File: config.mk
export PLATFORM = sky130hd
export DESIGN_NAME = eight_bit_teaching_cpu_step
export DESIGN_NICKNAME = d
export VERILOG_FILES = /design/src/rtl/core/tcpu_pkg.sv /design/src/rtl/core/tcpu_alu.sv /design/src/rtl/core/eight_bit_teaching_cpu_step.sv
export SDC_FILE = /design/constraint.sdc
export NUM_CORES = 2
export LEC_CHECK = 0
export BUFFER_PORTS_ARGS = -buffer_cell sky130_fd_sc_hd__buf_2
export CELL_PAD_IN_SITES_DETAIL_PLACEMENT = 1
export CELL_PAD_IN_SITES_GLOBAL_PLACEMENT = 1
export CORE_UTILIZATION = 35
export DETAILED_ROUTE_END_ITERATION = 16
export GPL_TIMING_DRIVEN = 1
export PLACE_DENSITY = 0.61
export SYNTH_ARGS = -nofsm -noshare
export SYNTH_HDL_FRONTEND = slang
export SYNTH_SLANG_ARGS = --single-unit
File: constraint.sdc
create_clock -name clk -period 15.4 [get_ports clk]
set_input_delay 0.77 -clock clk [delete_from_list [all_inputs] [get_ports clk]]
set_output_delay 0.77 -clock clk [all_outputs]
set_load 0.01 [all_outputs]
File: src/rtl/core/tcpu_pkg.sv
// Shared types and codes for the eight-bit teaching processor step block.
// No dependencies; imported by tcpu_alu and eight_bit_teaching_cpu_step.
package tcpu_pkg;

    localparam int DATA_W           = 8;
    localparam int MEMORY_BYTES_DEF = 256;

    // Item actions
    localparam logic [1:0] ACT_EXEC  = 2'd0;
    localparam logic [1:0] ACT_WRITE = 2'd1;
    localparam logic [1:0] ACT_READ  = 2'd2;

    // Stop reasons
    localparam logic [1:0] STOP_NONE  = 2'd0;
    localparam logic [1:0] STOP_HALT  = 2'd1;
    localparam logic [1:0] STOP_BREAK = 2'd2;

    // Addressing modes
    localparam logic [1:0] MODE_DIRECT    = 2'd0;
    localparam logic [1:0] MODE_INDIRECT  = 2'd1;
    localparam logic [1:0] MODE_IMMEDIATE = 2'd2;
    localparam logic [1:0] MODE_INDEXED   = 2'd3;

    // Register codes
    localparam logic [1:0] REG_A  = 2'd0;
    localparam logic [1:0] REG_B  = 2'd1;
    localparam logic [1:0] REG_X  = 2'd2;
    localparam logic [1:0] REG_PC = 2'd3;

    typedef enum logic [3:0] {
        OPC_NOP = 4'd0,
        OPC_STR = 4'd1,
        OPC_LDR = 4'd2,
        OPC_ADD = 4'd3,
        OPC_OR  = 4'd4,
        OPC_AND = 4'd5,
        OPC_NOT = 4'd6,
        OPC_SUB = 4'd7,
        OPC_JMP = 4'd8,
        OPC_JN  = 4'd9,
        OPC_JZ  = 4'd10,
        OPC_JC  = 4'd11,
        OPC_JSR = 4'd12,
        OPC_NEG = 4'd13,
        OPC_SHR = 4'd14,
        OPC_HLT = 4'd15
    } opcode_t;

    typedef enum logic [2:0] {
        ALU_ADD,
        ALU_SUB,
        ALU_OR,
        ALU_AND,
        ALU_NOT,
        ALU_NEG,
        ALU_SHR,
        ALU_PASSB
    } alu_op_t;

    typedef enum logic [3:0] {
        S_IDLE,
        S_FETCH,
        S_DECODE,
        S_OPERAND,
        S_INDIRECT,
        S_OPVAL,
        S_EXEC,
        S_WRITE,
        S_RDADDR,
        S_RDDATA,
        S_DONE
    } state_t;

    // Opcodes that carry an operand byte
    function automatic logic is_two_byte(input opcode_t opc);
        return ((opc >= OPC_STR) && (opc <= OPC_AND)) ||
               ((opc >= OPC_SUB) && (opc <= OPC_JSR));
    endfunction

endpackage

File: src/rtl/core/tcpu_alu.sv
// Shared 8-bit arithmetic/logic unit of the teaching processor.
// Depends on tcpu_pkg for the operation codes.
module tcpu_alu (
    input  tcpu_pkg::alu_op_t op,
    input  logic [7:0]        a,
    input  logic [7:0]        b,
    output logic [8:0]        y
);
    import tcpu_pkg::*;

    // y[8] is carry for add, borrow for subtract, shifted-out bit for SHR
    always_comb
    begin
        case (op)
            ALU_ADD:   y = {1'b0, a} + {1'b0, b};
            ALU_SUB:   y = {1'b0, a} - {1'b0, b};
            ALU_OR:    y = {1'b0, a | b};
            ALU_AND:   y = {1'b0, a & b};
            ALU_NOT:   y = {1'b0, ~a};
            ALU_NEG:   y = {1'b0, (~a) + 8'd1};
            ALU_SHR:   y = {a[0], 1'b0, a[7:1]};
            ALU_PASSB: y = {1'b0, b};
            default:   y = '0;
        endcase
    end

endmodule

File: src/rtl/core/eight_bit_teaching_cpu_step.sv
// Top level of the eight-bit teaching processor step block: sequencer,
// register file, byte memory with valid bits. Depends on tcpu_pkg, tcpu_alu.
//
// Each beat accepted on start (while busy is low) runs one instruction,
// writes one memory byte, reads one, or does nothing for an unused action.
// The result beat appears for exactly one cycle with done high and cannot
// be held off, so capture it on that edge.
// All work goes through a single memory port with registered read data
// and one shared ALU. An instruction steps through fetch, decode, operand
// (two-byte only), indirect (indirect mode only), operand value (two-byte
// only), execute and done; a memory write through write and done; a read
// through read address, read data and done; an unused action goes straight
// to done. The block returns to idle after each done before the next beat
// is taken. Memory reads as zero after reset through per-byte valid bits,
// so there is no clearing pass. Write breakpoint_wdata with breakpoint_we
// only while idle.
module eight_bit_teaching_cpu_step #(
    parameter int MEMORY_BYTES = tcpu_pkg::MEMORY_BYTES_DEF
) (
    input  logic       clk,
    input  logic       rst_n,
    input  logic       start,
    output logic       busy,
    input  logic [1:0] action,
    input  logic [7:0] address,
    input  logic [7:0] write_data,
    input  logic       breakpoint_we,
    input  logic [7:0] breakpoint_wdata,
    output logic       done,
    output logic [7:0] program_counter,
    output logic [7:0] reg_a,
    output logic [7:0] reg_b,
    output logic [7:0] reg_x,
    output logic       flag_negative,
    output logic       flag_zero,
    output logic       flag_carry,
    output logic [1:0] stop_reason,
    output logic [7:0] read_data
);
    import tcpu_pkg::*;

    localparam int          AW      = $clog2(MEMORY_BYTES);
    localparam logic [12:0] MEM_W13 = 13'(MEMORY_BYTES);

    // Reduce a 9-bit address modulo the memory size by restoring subtraction;
    // the quotient never exceeds five bits since the memory has 16+ bytes.
    function automatic logic [AW-1:0] mem_mod(input logic [8:0] v);
        logic [12:0] rem;
        rem = {4'b0000, v};
        for (int k = 4; k >= 0; k--)
        begin
            if (rem >= (MEM_W13 << k))
                rem = rem - (MEM_W13 << k);
        end
        return rem[AW-1:0];
    endfunction

    // Sequencer
    state_t state_reg, state_next;

    // Architectural state
    logic [7:0] pc_reg, pc_next;
    logic [7:0] a_reg, a_next;
    logic [7:0] b_reg, b_next;
    logic [7:0] x_reg, x_next;
    logic       n_reg, n_next;
    logic       z_reg, z_next;
    logic       c_reg, c_next;
    logic [7:0] bp_reg;

    // Per-item working registers (no reset)
    logic [1:0]    act_reg, act_next;
    logic [7:0]    addr_reg, addr_next;
    logic [7:0]    wdata_reg, wdata_next;
    logic [7:0]    ir_reg, ir_next;
    logic [AW-1:0] ea_reg, ea_next;
    logic [AW-1:0] jt_reg, jt_next;
    logic [7:0]    ov_reg, ov_next;
    logic [1:0]    stop_reg, stop_next;
    logic [7:0]    rdout_reg, rdout_next;

    // Memory port
    logic [7:0]    mem_array [MEMORY_BYTES];
    logic          valid_reg [MEMORY_BYTES];
    logic [7:0]    rd_mem_reg;
    logic          rd_valid_reg;
    logic [7:0]    mem_rdata;
    logic [AW-1:0] mem_raddr;
    logic          mem_we;
    logic [AW-1:0] mem_waddr;
    logic [7:0]    mem_wdata;

    // Shared ALU
    alu_op_t    alu_op;
    logic [7:0] alu_a;
    logic [7:0] alu_b;
    logic [8:0] alu_y;

    // Instruction fields
    opcode_t    opc;
    logic [1:0] rsel;
    logic [1:0] mode;
    logic [7:0] rv;
    logic       wr_reg;

    tcpu_alu u_alu (
        .op (alu_op),
        .a  (alu_a),
        .b  (alu_b),
        .y  (alu_y)
    );

    assign opc  = opcode_t'(ir_reg[7:4]);
    assign rsel = ir_reg[3:2];
    assign mode = ir_reg[1:0];

    // An unwritten byte reads as zero
    assign mem_rdata = rd_valid_reg ? rd_mem_reg : 8'h00;

    always_comb
    begin
        case (rsel)
            REG_A:   rv = a_reg;
            REG_B:   rv = b_reg;
            REG_X:   rv = x_reg;
            default: rv = pc_reg;
        endcase
    end

    // Next state
    always_comb
    begin
        state_next = state_reg;
        case (state_reg)
            S_IDLE:
            begin
                if (start)
                begin
                    case (action)
                        ACT_EXEC:  state_next = S_FETCH;
                        ACT_WRITE: state_next = S_WRITE;
                        ACT_READ:  state_next = S_RDADDR;
                        default:   state_next = S_DONE;
                    endcase
                end
            end
            S_FETCH:    state_next = S_DECODE;
            S_DECODE:   state_next = is_two_byte(opcode_t'(mem_rdata[7:4])) ? S_OPERAND
                                                                           : S_EXEC;
            S_OPERAND:  state_next = (mode == MODE_INDIRECT) ? S_INDIRECT : S_OPVAL;
            S_INDIRECT: state_next = S_OPVAL;
            S_OPVAL:    state_next = S_EXEC;
            S_EXEC:     state_next = S_DONE;
            S_WRITE:    state_next = S_DONE;
            S_RDADDR:   state_next = S_RDDATA;
            S_RDDATA:   state_next = S_DONE;
            S_DONE:     state_next = S_IDLE;
            default:    state_next = S_IDLE;
        endcase
    end

    // Outputs and datapath control
    always_comb
    begin
        busy = (state_reg != S_IDLE);
        done = (state_reg == S_DONE);

        pc_next    = pc_reg;
        a_next     = a_reg;
        b_next     = b_reg;
        x_next     = x_reg;
        n_next     = n_reg;
        z_next     = z_reg;
        c_next     = c_reg;
        act_next   = act_reg;
        addr_next  = addr_reg;
        wdata_next = wdata_reg;
        ir_next    = ir_reg;
        ea_next    = ea_reg;
        jt_next    = jt_reg;
        ov_next    = ov_reg;
        stop_next  = stop_reg;
        rdout_next = rdout_reg;

        mem_raddr = '0;
        mem_we    = 1'b0;
        mem_waddr = '0;
        mem_wdata = '0;

        // Default use of the ALU: advance the program counter
        alu_op = ALU_ADD;
        alu_a  = pc_reg;
        alu_b  = 8'd1;
        wr_reg = 1'b0;

        case (state_reg)
            S_IDLE:
            begin
                if (start)
                begin
                    act_next   = action;
                    addr_next  = address;
                    wdata_next = write_data;
                    stop_next  = STOP_NONE;
                    rdout_next = 8'h00;
                end
            end
            S_FETCH:
            begin
                mem_raddr = mem_mod({1'b0, pc_reg});
            end
            S_DECODE:
            begin
                ir_next   = mem_rdata;
                pc_next   = alu_y[7:0];
                mem_raddr = mem_mod({1'b0, alu_y[7:0]});
            end
            S_OPERAND:
            begin
                case (mode)
                    MODE_DIRECT:
                    begin
                        ea_next = mem_mod({1'b0, mem_rdata});
                        jt_next = ea_next;
                    end
                    MODE_INDIRECT:
                    begin
                        ea_next = mem_mod({1'b0, mem_rdata});
                    end
                    MODE_IMMEDIATE:
                    begin
                        // Jump target is the unwrapped operand address plus one
                        ea_next = mem_mod({1'b0, pc_reg});
                        jt_next = mem_mod(alu_y);
                    end
                    default:
                    begin
                        alu_a   = mem_rdata;
                        alu_b   = x_reg;
                        ea_next = mem_mod(alu_y);
                        jt_next = ea_next;
                    end
                endcase
                mem_raddr = ea_next;
            end
            S_INDIRECT:
            begin
                ea_next   = mem_mod({1'b0, mem_rdata});
                jt_next   = ea_next;
                mem_raddr = ea_next;
            end
            S_OPVAL:
            begin
                ov_next = mem_rdata;
                pc_next = alu_y[7:0];
            end
            S_EXEC:
            begin
                stop_next = (pc_reg == bp_reg) ? STOP_BREAK : STOP_NONE;
                alu_a     = rv;
                alu_b     = ov_reg;
                case (opc)
                    OPC_NOP: ;
                    OPC_STR:
                    begin
                        mem_we    = 1'b1;
                        mem_waddr = ea_reg;
                        mem_wdata = rv;
                    end
                    OPC_LDR:
                    begin
                        alu_op = ALU_PASSB;
                        c_next = 1'b0;
                        wr_reg = 1'b1;
                    end
                    OPC_ADD:
                    begin
                        alu_op = ALU_ADD;
                        c_next = alu_y[8];
                        wr_reg = 1'b1;
                    end
                    OPC_OR:
                    begin
                        alu_op = ALU_OR;
                        c_next = 1'b0;
                        wr_reg = 1'b1;
                    end
                    OPC_AND:
                    begin
                        alu_op = ALU_AND;
                        c_next = 1'b0;
                        wr_reg = 1'b1;
                    end
                    OPC_NOT:
                    begin
                        alu_op = ALU_NOT;
                        c_next = 1'b0;
                        wr_reg = 1'b1;
                    end
                    OPC_SUB:
                    begin
                        alu_op = ALU_SUB;
                        c_next = alu_y[8];
                        wr_reg = 1'b1;
                    end
                    OPC_JMP: pc_next = 8'(jt_reg);
                    OPC_JN:  pc_next = n_reg ? 8'(jt_reg) : pc_reg;
                    OPC_JZ:  pc_next = z_reg ? 8'(jt_reg) : pc_reg;
                    OPC_JC:  pc_next = c_reg ? 8'(jt_reg) : pc_reg;
                    OPC_JSR:
                    begin
                        // Store the return address, continue past the target
                        mem_we    = 1'b1;
                        mem_waddr = ea_reg;
                        mem_wdata = pc_reg;
                        alu_op    = ALU_ADD;
                        alu_a     = 8'(jt_reg);
                        alu_b     = 8'd1;
                        pc_next   = alu_y[7:0];
                    end
                    OPC_NEG:
                    begin
                        alu_op = ALU_NEG;
                        wr_reg = 1'b1;
                    end
                    OPC_SHR:
                    begin
                        alu_op = ALU_SHR;
                        c_next = alu_y[8];
                        wr_reg = 1'b1;
                    end
                    OPC_HLT: stop_next = STOP_HALT;
                    default: ;
                endcase
                if (wr_reg)
                begin
                    case (rsel)
                        REG_A:   a_next  = alu_y[7:0];
                        REG_B:   b_next  = alu_y[7:0];
                        REG_X:   x_next  = alu_y[7:0];
                        default: pc_next = alu_y[7:0];
                    endcase
                    n_next = alu_y[7];
                    z_next = (alu_y[7:0] == 8'h00);
                end
            end
            S_WRITE:
            begin
                mem_we    = 1'b1;
                mem_waddr = mem_mod({1'b0, addr_reg});
                mem_wdata = wdata_reg;
            end
            S_RDADDR:
            begin
                mem_raddr = mem_mod({1'b0, addr_reg});
            end
            S_RDDATA:
            begin
                rdout_next = mem_rdata;
            end
            S_DONE: ;
            default: ;
        endcase
    end

    // Control and architectural registers
    always_ff @(posedge clk or negedge rst_n)
    begin
        if (!rst_n)
        begin
            state_reg <= S_IDLE;
            pc_reg    <= 8'h00;
            a_reg     <= 8'h00;
            b_reg     <= 8'h00;
            x_reg     <= 8'h00;
            n_reg     <= 1'b0;
            z_reg     <= 1'b1;
            c_reg     <= 1'b0;
            bp_reg    <= 8'h00;
        end
        else
        begin
            state_reg <= state_next;
            pc_reg    <= pc_next;
            a_reg     <= a_next;
            b_reg     <= b_next;
            x_reg     <= x_next;
            n_reg     <= n_next;
            z_reg     <= z_next;
            c_reg     <= c_next;
            if (breakpoint_we)
                bp_reg <= breakpoint_wdata;
        end
    end

    // Working registers
    always_ff @(posedge clk)
    begin
        act_reg   <= act_next;
        addr_reg  <= addr_next;
        wdata_reg <= wdata_next;
        ir_reg    <= ir_next;
        ea_reg    <= ea_next;
        jt_reg    <= jt_next;
        ov_reg    <= ov_next;
        stop_reg  <= stop_next;
        rdout_reg <= rdout_next;
    end

    // Valid bits: drop all at reset, mark each byte on its first write
    always_ff @(posedge clk or negedge rst_n)
    begin
        if (!rst_n)
        begin
            for (int i = 0; i < MEMORY_BYTES; i++)
                valid_reg[i] <= 1'b0;
            rd_valid_reg <= 1'b0;
        end
        else
        begin
            if (mem_we)
                valid_reg[mem_waddr] <= 1'b1;
            rd_valid_reg <= valid_reg[mem_raddr];
        end
    end

    // Byte memory, one write and one registered read per cycle
    always_ff @(posedge clk)
    begin
        if (mem_we)
            mem_array[mem_waddr] <= mem_wdata;
        rd_mem_reg <= mem_array[mem_raddr];
    end

    assign program_counter = pc_reg;
    assign reg_a           = a_reg;
    assign reg_b           = b_reg;
    assign reg_x           = x_reg;
    assign flag_negative   = n_reg;
    assign flag_zero       = z_reg;
    assign flag_carry      = c_reg;
    assign stop_reason     = stop_reg;
    assign read_data       = rdout_reg;

    // A result beat lasts exactly one cycle
    a_done_single: assert property (@(posedge clk) disable iff (!rst_n)
        done |=> !done)
        else $error("done held for more than one cycle");

    // An accepted beat makes the block busy
    a_accept_busy: assert property (@(posedge clk) disable iff (!rst_n)
        (start && !busy) |=> busy)
        else $error("accepted beat did not raise busy");

    // Only an executed instruction reports a stop
    a_stop_exec: assert property (@(posedge clk) disable iff (!rst_n)
        (done && (stop_reason != STOP_NONE)) |-> (act_reg == ACT_EXEC))
        else $error("stop reported for a memory access");

    // Read data is zero unless the beat was a read
    a_rdata_zero: assert property (@(posedge clk) disable iff (!rst_n)
        (done && (act_reg != ACT_READ)) |-> (read_data == 8'h00))
        else $error("read data nonzero for a non-read beat");

endmodule
# [Word-level counts from Yosys, hierarchy flattened]
# Memories as Yosys holds them, arrays and structs flattened. A register that Yosys moved wholly into a read port is not among the register bits.
# Cells that the tools add are included.
# Widths: inputs -> output; s select.
[op_classes] n_addsub=4 n_mul=0 n_div=0 magnitude_cmp=8 eq_ne=41 shift=0 mux=51 bitwise=6 reduce_logical=34
[ops] op="$or 256x256->256" count=1
[ops] op="$pmux 8 s2" count=11
[ops] op="$mux 8" count=13
[ops] op="$pmux 8 s5" count=2
[ops] op="$pmux 9 s8" count=1
[ops] op="$eq 4x4->1 const B" count=11
[ops] op="$eq 4x3->1 const B" count=8
[ops] op="$pmux 4 s8" count=1
[ops] op="$ge 9x9->1 const B" count=3
[ops] op="$pmux 8 s3" count=1
[ops] op="$pmux 3 s7" count=1
[ops] op="$not 8->9" count=2
[ops] op="$eq 4x2->1 const B" count=4
[ops] op="$eq 3x3->1 const B" count=4
[ops] op="$pmux 4 s3" count=1
[ops] op="$reduce_and 2->1" count=6
[ops] op="$reduce_or 3->1" count=4
[ops] op="$reduce_bool 2->1" count=5
[ops] op="$add 8x8->9" count=1
[ops] op="$lt 9x1->1 const B" count=1
[ops] op="$mux 1" count=9
[ops] op="$reduce_and 3->1" count=3
[ops] op="$sub 8x8->9" count=1
[ops] op="$add 8x1->8 const B" count=1
[ops] op="other kinds (32)" count=49
[totals] ff_bits=362 latchBits=0 ram_bits=2048 mem_bits_ro=0 inputBits=30 out_inout_bits=47 word_cells=419 mem_count=1
[mem_list] memory="mem_array" words=256 word_bits=8 rd=1 rd_clocked_by_memory_dff=1 write_ports=1 line_no="eight_bit_teaching_cpu_step.sv:83" text="logic [7:0] mem_array [MEMORY_BYTES];"

# [Depth between registers and ports, before layout]
[logic_depth] word_depth=15 ltp_mapped=26 ltp_nobuf=22

# [Cells and area by module]
# From an unflattened synthesis, not the netlist that was laid out.
[unflattened] hier_cells=7559 hier_area_um2=99365.3
[by_module_without_submodules] module="eight_bit_teaching_cpu_step" n_inst=1 cells_each=7411 area_per_inst_um2=98380.6 seq_area_each_um2=71009.4
[by_module_without_submodules] module="tcpu_alu" n_inst=1 cells_each=148 area_per_inst_um2=984.7 seq_area_each_um2=0.0

# [Worst setup path before layout]
# No wires, ideal clock.
[synth_path] path_type="register to register" start="register ir_reg[5]" end="memory mem_array[0][0] (data pin)" setup_ns=2.189 arrival_time_ns=11.466 required_ns=13.211 path_slack_ns=1.745 path_stages_with_launch=7 n_path_buf=2 period_less_slack_ns=13.655 path_cell_list="edfxtp_1 clkbuf_1 nand2b_1 clkbuf_1 nor3_1 a22oi_1 o21ai_0"
[synth_between] elab_chain_cells=3 word_cells_on_any_way=4 classes_between="eq/ne: 2; mux: 2"
[synth_lines] item="from (decl)" line_no="eight_bit_teaching_cpu_step.sv:75" text="logic [7:0] ir_reg, ir_next;"
[synth_lines] item="from (signal assigned)" line_no="eight_bit_teaching_cpu_step.sv:402" text="ir_reg <= ir_next;"
[synth_lines] item="$eq 4x4->1 or $eq 4x1->1 (tied branches)" line_no="eight_bit_teaching_cpu_step.sv:262" text="case (opc)"
[synth_lines] item="$pmux 8 s2 *" line_no="eight_bit_teaching_cpu_step.sv:262"
[synth_lines] item="$pmux 8 s2 *" line_no="eight_bit_teaching_cpu_step.sv:196" text="case (state_reg)"
[synth_lines] item="net mem_wdata[0]" line_no="eight_bit_teaching_cpu_step.sv:91" text="logic [7:0] mem_wdata;"
[synth_lines] item="to (decl)" line_no="eight_bit_teaching_cpu_step.sv:83"
# Mark *: on every way through the listed nets, which the timed path passes. The rest lies on a longest branch.

# [Final worst setup path]
[layout_path] start="register state_reg[0]" end="register rd_valid_reg"
[layout_between] elab_chain_cells=13 word_cells_on_any_way=33 classes_between="add/sub: 4; order compare: 1; eq/ne: 13; mux: 10; bitwise: 4; reduce/logical: 1"
[layout_lines] item="from (decl)" line_no="eight_bit_teaching_cpu_step.sv:59" text="state_t state_reg, state_next;"
[layout_lines] item="from (signal assigned)" line_no="eight_bit_teaching_cpu_step.sv:383" text="state_reg <= state_next;"
[layout_lines] item="$eq 4x3->1 or $eq 4x2->1 (tied branches)" line_no="eight_bit_teaching_cpu_step.sv:196"
[layout_lines] item="$pmux 8 s2" line_no="eight_bit_teaching_cpu_step.sv:196"
[layout_lines] item="$not 8->8" line_no="tcpu_alu.sv:19, tcpu_alu.sv:20"
[layout_lines] item="$add 8x1->8" line_no="tcpu_alu.sv:20" text="ALU_NEG: y = {1'b0, (~a) + 8'd1};"
[layout_lines] item="$pmux 9 s8" line_no="tcpu_alu.sv:14" text="case (op)"
[layout_lines] item="$sub 8x1->8 or $ge 9x9->1 (tied branches)" line_no="eight_bit_teaching_cpu_step.sv:53, eight_bit_teaching_cpu_step.sv:52"
[layout_lines] item="$mux 8" line_no="eight_bit_teaching_cpu_step.sv:52" text="if (rem >= (MEM_W13 << k))"
[layout_lines] item="$pmux 8 s2" line_no="eight_bit_teaching_cpu_step.sv:220" text="case (mode)"
[layout_lines] item="$pmux 8 s5 *" line_no="eight_bit_teaching_cpu_step.sv:196"
[layout_lines] item="$not 8->9 (not written as such) *" line_no="eight_bit_teaching_cpu_step.sv:423" text="rd_valid_reg <= valid_reg[mem_raddr];"
[layout_lines] item="$bmux 1 s8 *" line_no="eight_bit_teaching_cpu_step.sv:423"
[layout_lines] item="$mux 1 (not written as such) * (2 in a row)" line_no="eight_bit_teaching_cpu_step.sv:423"
[layout_lines] item="to (signal assigned)" line_no="eight_bit_teaching_cpu_step.sv:423"
[layout_lines] item="to (decl)" line_no="eight_bit_teaching_cpu_step.sv:86" text="logic rd_valid_reg;"
# Every way passes the cells marked *; elsewhere a longest branch is shown, timed or not. The select of a mux whose other input is x is not followed.
# A chain may end at the register's enable or synchronous reset.

==> run_summary.xml <==
<?xml version="1.0" encoding="UTF-8"?>
<metrics>
  <group name="placed_design">
    <metric name="finalWeightedCongestion" unit="">0.900</metric>
    <metric name="post-dp-hpwl" unit="um">213000</metric>
    <metric name="dpl_cell_area" unit="mm2">0.105</metric>
    <metric name="numPortBuffers" unit="">76</metric>
  </group>
  <group name="global_routing">
    <metric name="grt_start_max_net_pins" unit="">185</metric>
    <metric name="grt_busiest_layer" unit="">met2</metric>
    <metric name="grt_pass1_wl" unit="um">513000</metric>
    <metric name="global_route.usage.met3" unit="%">3.62</metric>
    <metric name="gr-usage-met1" unit="%">33.0</metric>
    <metric name="grt_overflow" unit="">0</metric>
    <metric name="total_routing_usage_gr" unit="%">23.9</metric>
    <metric name="antenna_found_initial" unit="">17</metric>
    <metric name="number_of_global_route_vias_before_repair" unit="">70100</metric>
    <metric name="use_met2" unit="%">37.9</metric>
  </group>
  <group name="sta">
    <metric name="setup-tns-final" unit="ns">0</metric>
    <metric name="worst_pin_slew" unit="ns">1.32</metric>
    <metric name="hold_violations" unit="">0</metric>
    <metric name="timing.final.setup_violations" unit="">0</metric>
    <metric name="min_period" unit="ns">9.45</metric>
    <metric name="max_freq" unit="GHz">0.106</metric>
    <metric name="worst_clock_skew" unit="ns">0.0483</metric>
    <metric name="grt_setup_unrepaired" unit="">no</metric>
    <metric name="final_max_slew_viol_count" unit="">0</metric>
    <metric name="fin_crit_sh" unit="%">61.4</metric>
    <metric name="slew-limit-headroom" unit="%">11.7</metric>
  </group>
  <group name="final_layout">
    <metric name="register_area" unit="mm2">0.0710</metric>
    <metric name="fillerInstances" unit="">29900</metric>
    <metric name="final_nets" unit="">8161</metric>
    <metric name="final_design_area_no_fill" unit="mm2">0.114</metric>
    <metric name="area_delta_synth_final" unit="%">13.0</metric>
    <metric name="combined_area_of_the_multi_input_logic_cells" unit="mm2">0.0275</metric>
    <metric name="postLayoutCoreUtil" unit="%">39.9</metric>
    <metric name="final_layout_size_suffix_gt1_share" unit="%">12.3</metric>
    <metric name="largest_reg_flops" unit="">2048</metric>
  </group>
  <group name="yosys">
    <metric name="synth-async-reset-ratio" unit="%">12.6</metric>
    <metric name="ys_ff_latch" unit="">2418</metric>
    <metric name="post_synth_num_cell_types" unit="">100</metric>
    <metric name="synth_ff_type" unit="">edfxtp_1</metric>
    <metric name="yosys.cell_count.top_type" unit="">edfxtp_1</metric>
    <metric name="syn-instance-count" unit="">8115</metric>
    <metric name="sequential_fraction_of_the_synthesis_area" unit="%">70.5</metric>
    <metric name="mappedNetlistNets" unit="">8155</metric>
    <metric name="synthDominantAreaCellType" unit="">edfxtp_1</metric>
    <metric name="yosys_warnings" unit="">0</metric>
    <metric name="synth.top_cells.by_area" unit="">edfxtp_1, dfrtp_1, nand2_1</metric>
    <metric name="synth_largest_type_area_fraction" unit="%">62.8</metric>
    <metric name="post_synth.cell_area_avg" unit="um2">12.4</metric>
    <metric name="synthesis.area" unit="mm2">0.101</metric>
    <metric name="synth_edf_count" unit="">2106</metric>
    <metric name="synth.top_cells.by_count" unit="">edfxtp_1, nand2_1, nand3_1</metric>
  </group>
  <group name="worst_setup_path">
    <metric name="worst_ep_arrival_time" unit="ns">10.18</metric>
    <metric name="timing.critical_path.slowest_cell_delay" unit="ns">0.97</metric>
    <metric name="timing.critical_path.buf_inv" unit="">4</metric>
    <metric name="crit_path_cell_trace" unit="">nand4bb_1 &gt; nor2_1 &gt; a22o_1 &gt; inv_1 &gt; ha_1 &gt; o21ai_0 &gt; fa_1 &gt; a31oi_1 &gt; o21ai_0 &gt; a21oi_4 &gt; buf_4 &gt; buf_12 &gt; nand2_1 &gt; or3_1 &gt; o211ai_1 &gt; a21oi_1 &gt; nor4_1 &gt; buf_4 &gt; a2111oi_0 &gt; nand4_1 &gt; a2111oi_2</metric>
    <metric name="worst_path_dominant_cell_family" unit="">simple AND/OR/NAND/NOR gates</metric>
    <metric name="worst-endpoint-required" unit="ns">16.13</metric>
    <metric name="critPathSlowestCell" unit="">a21oi_4</metric>
    <metric name="path_class" unit="">reg2reg</metric>
    <metric name="end_kind" unit="">register</metric>
    <metric name="cp-start-kind" unit="">register</metric>
    <metric name="critical_path.max_fanout" unit="">127</metric>
  </group>
  <group name="route">
    <metric name="drt_first_pass_iters" unit="">6</metric>
    <metric name="viasPerCell" unit="">5.68</metric>
    <metric name="wl_per_cell" unit="um">29.2</metric>
    <metric name="drcViolationCount" unit="">0</metric>
    <metric name="drt.antenna.violating_nets" unit="">0</metric>
    <metric name="detailedRoute.firstIterationViolations" unit="">6838</metric>
    <metric name="vias" unit="">68800</metric>
    <metric name="detail_route.wirelength" unit="um">353000</metric>
  </group>
  <group name="run_status">
    <metric name="run_status" unit="">completed</metric>
  </group>
  <group name="floorplan">
    <metric name="design.core.area" unit="mm2">0.286</metric>
    <metric name="dieArea" unit="mm2">0.290</metric>
    <metric name="start_util" unit="%">35.3</metric>
    <metric name="floorplan.io_pins" unit="">77</metric>
    <metric name="rows" unit="">196</metric>
    <metric name="dieHeight" unit="um">539</metric>
    <metric name="chipWidth" unit="um">539</metric>
  </group>
  <group name="power_and_ir_drop">
    <metric name="max-vdd-ir-drop" unit="uV">227</metric>
    <metric name="p_total" unit="mW">26.4</metric>
    <metric name="power_leakage" unit="nW">41.2</metric>
    <metric name="pwr_density_cell" unit="mW/mm2">232</metric>
  </group>
  <group name="clock_tree">
    <metric name="post_cts.repair.setup_buffers" unit="">0</metric>
    <metric name="cts_htree_levels" unit="">5</metric>
    <metric name="worst_skew_pair.late_latency" unit="ns">0.89</metric>
    <metric name="cts_buf_count" unit="">273</metric>
    <metric name="cts_tree" unit="">built</metric>
    <metric name="clock_sinks" unit="">2418</metric>
    <metric name="root_buffer" unit="">clkbuf_16</metric>
    <metric name="cts.path.max_buffers" unit="">4</metric>
    <metric name="clk_pin_slew_worst_paths" unit="ns">0.06</metric>
  </group>
  <group name="hold_path">
    <metric name="worstHoldPathType" unit="">in2reg</metric>
  </group>
  <group name="flow_run">
    <metric name="maxCapViolations" unit="">0</metric>
  </group>
</metrics>
-- logic make-up (layout without fill, tap and decap cells) --
kind of cell    count (synthesis)  count (layout)  synth area share (%)
other cells                     0               8                     0
simple gates                 3943            3943                  17.5
flops                        2418            2418                  70.5
compound gates                932             932                  6.18
buf+inv                       561             785                  2.56
fa+ha+maj                      10              10                 0.132
xor+xnor                       21              21                 0.183
mux                           230             230                  2.99
-- metal layers --
layer  part of all wire [%]  vias up
met5                      0        -
met4                    3.8        0
met1                     43    36100
met3                    6.7      573
li1                       -    29700
met2                     46     2460
-- power by group --
part	leakage (nW)	internal, mW	total, mW	switching (mW)
clock	4.20	3.65	6.37	2.72
sequential	24.5	7.37	7.58	0.216
combinational	12.5	3.22	12.5	9.23
-- cell usage in the layout (no fill, tap or decap), types with 54 or more instances in the layout --
cell type / n
a31oi_1: 91
o21ai_0: 153
and3_1: 83
nand3_1: 1027
clkbuf_16: 277
buf_4: 151
dfrtp_1: 303
nand2_1: 1946
mux4_2: 54
mux2i_1: 150
clkbuf_1: 75
buf_2: 77
a21oi_1: 250
edfxtp_1: 2106
or2_2: 259
nor2_1: 382
-- through the flow --
step           cells  setup WS [ns]  hold slack (ns)
3_3_place_gp   11600           5.65            0.443
5_1_grt        12100           5.63           0.0551
6_report       12100           5.95           0.0670
4_1_cts        12100           6.06          0.00207
2_1_floorplan   8115           1.74            0.430
3_5_place_dp   11600           6.14            0.449
-- path summary, 6_finish.rpt --
path / endpoint / depth (start not counted) / from / slack [ns]
max: rd_valid_reg$_DFF_PN0_ / 21 / state_reg[0]$_DFFE_PN0P_ / 5.95
min: wdata_reg[6]$_DFFE_PP_ / 1 / write_data[6] / 0.07
max reg2reg: rd_valid_reg$_DFF_PN0_ / 21 / state_reg[0]$_DFFE_PN0P_ / 5.95
min reg2reg: valid_reg[255]$_DFFE_PN0P_ / 1 / valid_reg[255]$_DFFE_PN0P_ / 0.46
max in group asynchronous: valid_reg[119]$_DFFE_PN0P_ / 5 / rst_n / 12.06
min in group asynchronous: valid_reg[58]$_DFFE_PN0P_ / 2 / rst_n / 0.47
-- layout make-up --
cell class | instances | area share, %
diodes | 8 | 0.0176
clock buffers | 376 | 6.62
clock inverters | 117 | 0.894
inverters | 41 | 0.135
multi-input cells | 5136 | 24.1
flip-flops and latches | 2418 | 62.4
well taps | 3762 | 4.13
repair buffers | 251 | 1.69
-- timing repair --
action                    4_1_cts  5_1_grt
resized for setup               0        0
hold endpoints to repair       57        0
hold buffers                    5        0
No activity file was read; power rests on OpenSTA's default activity.
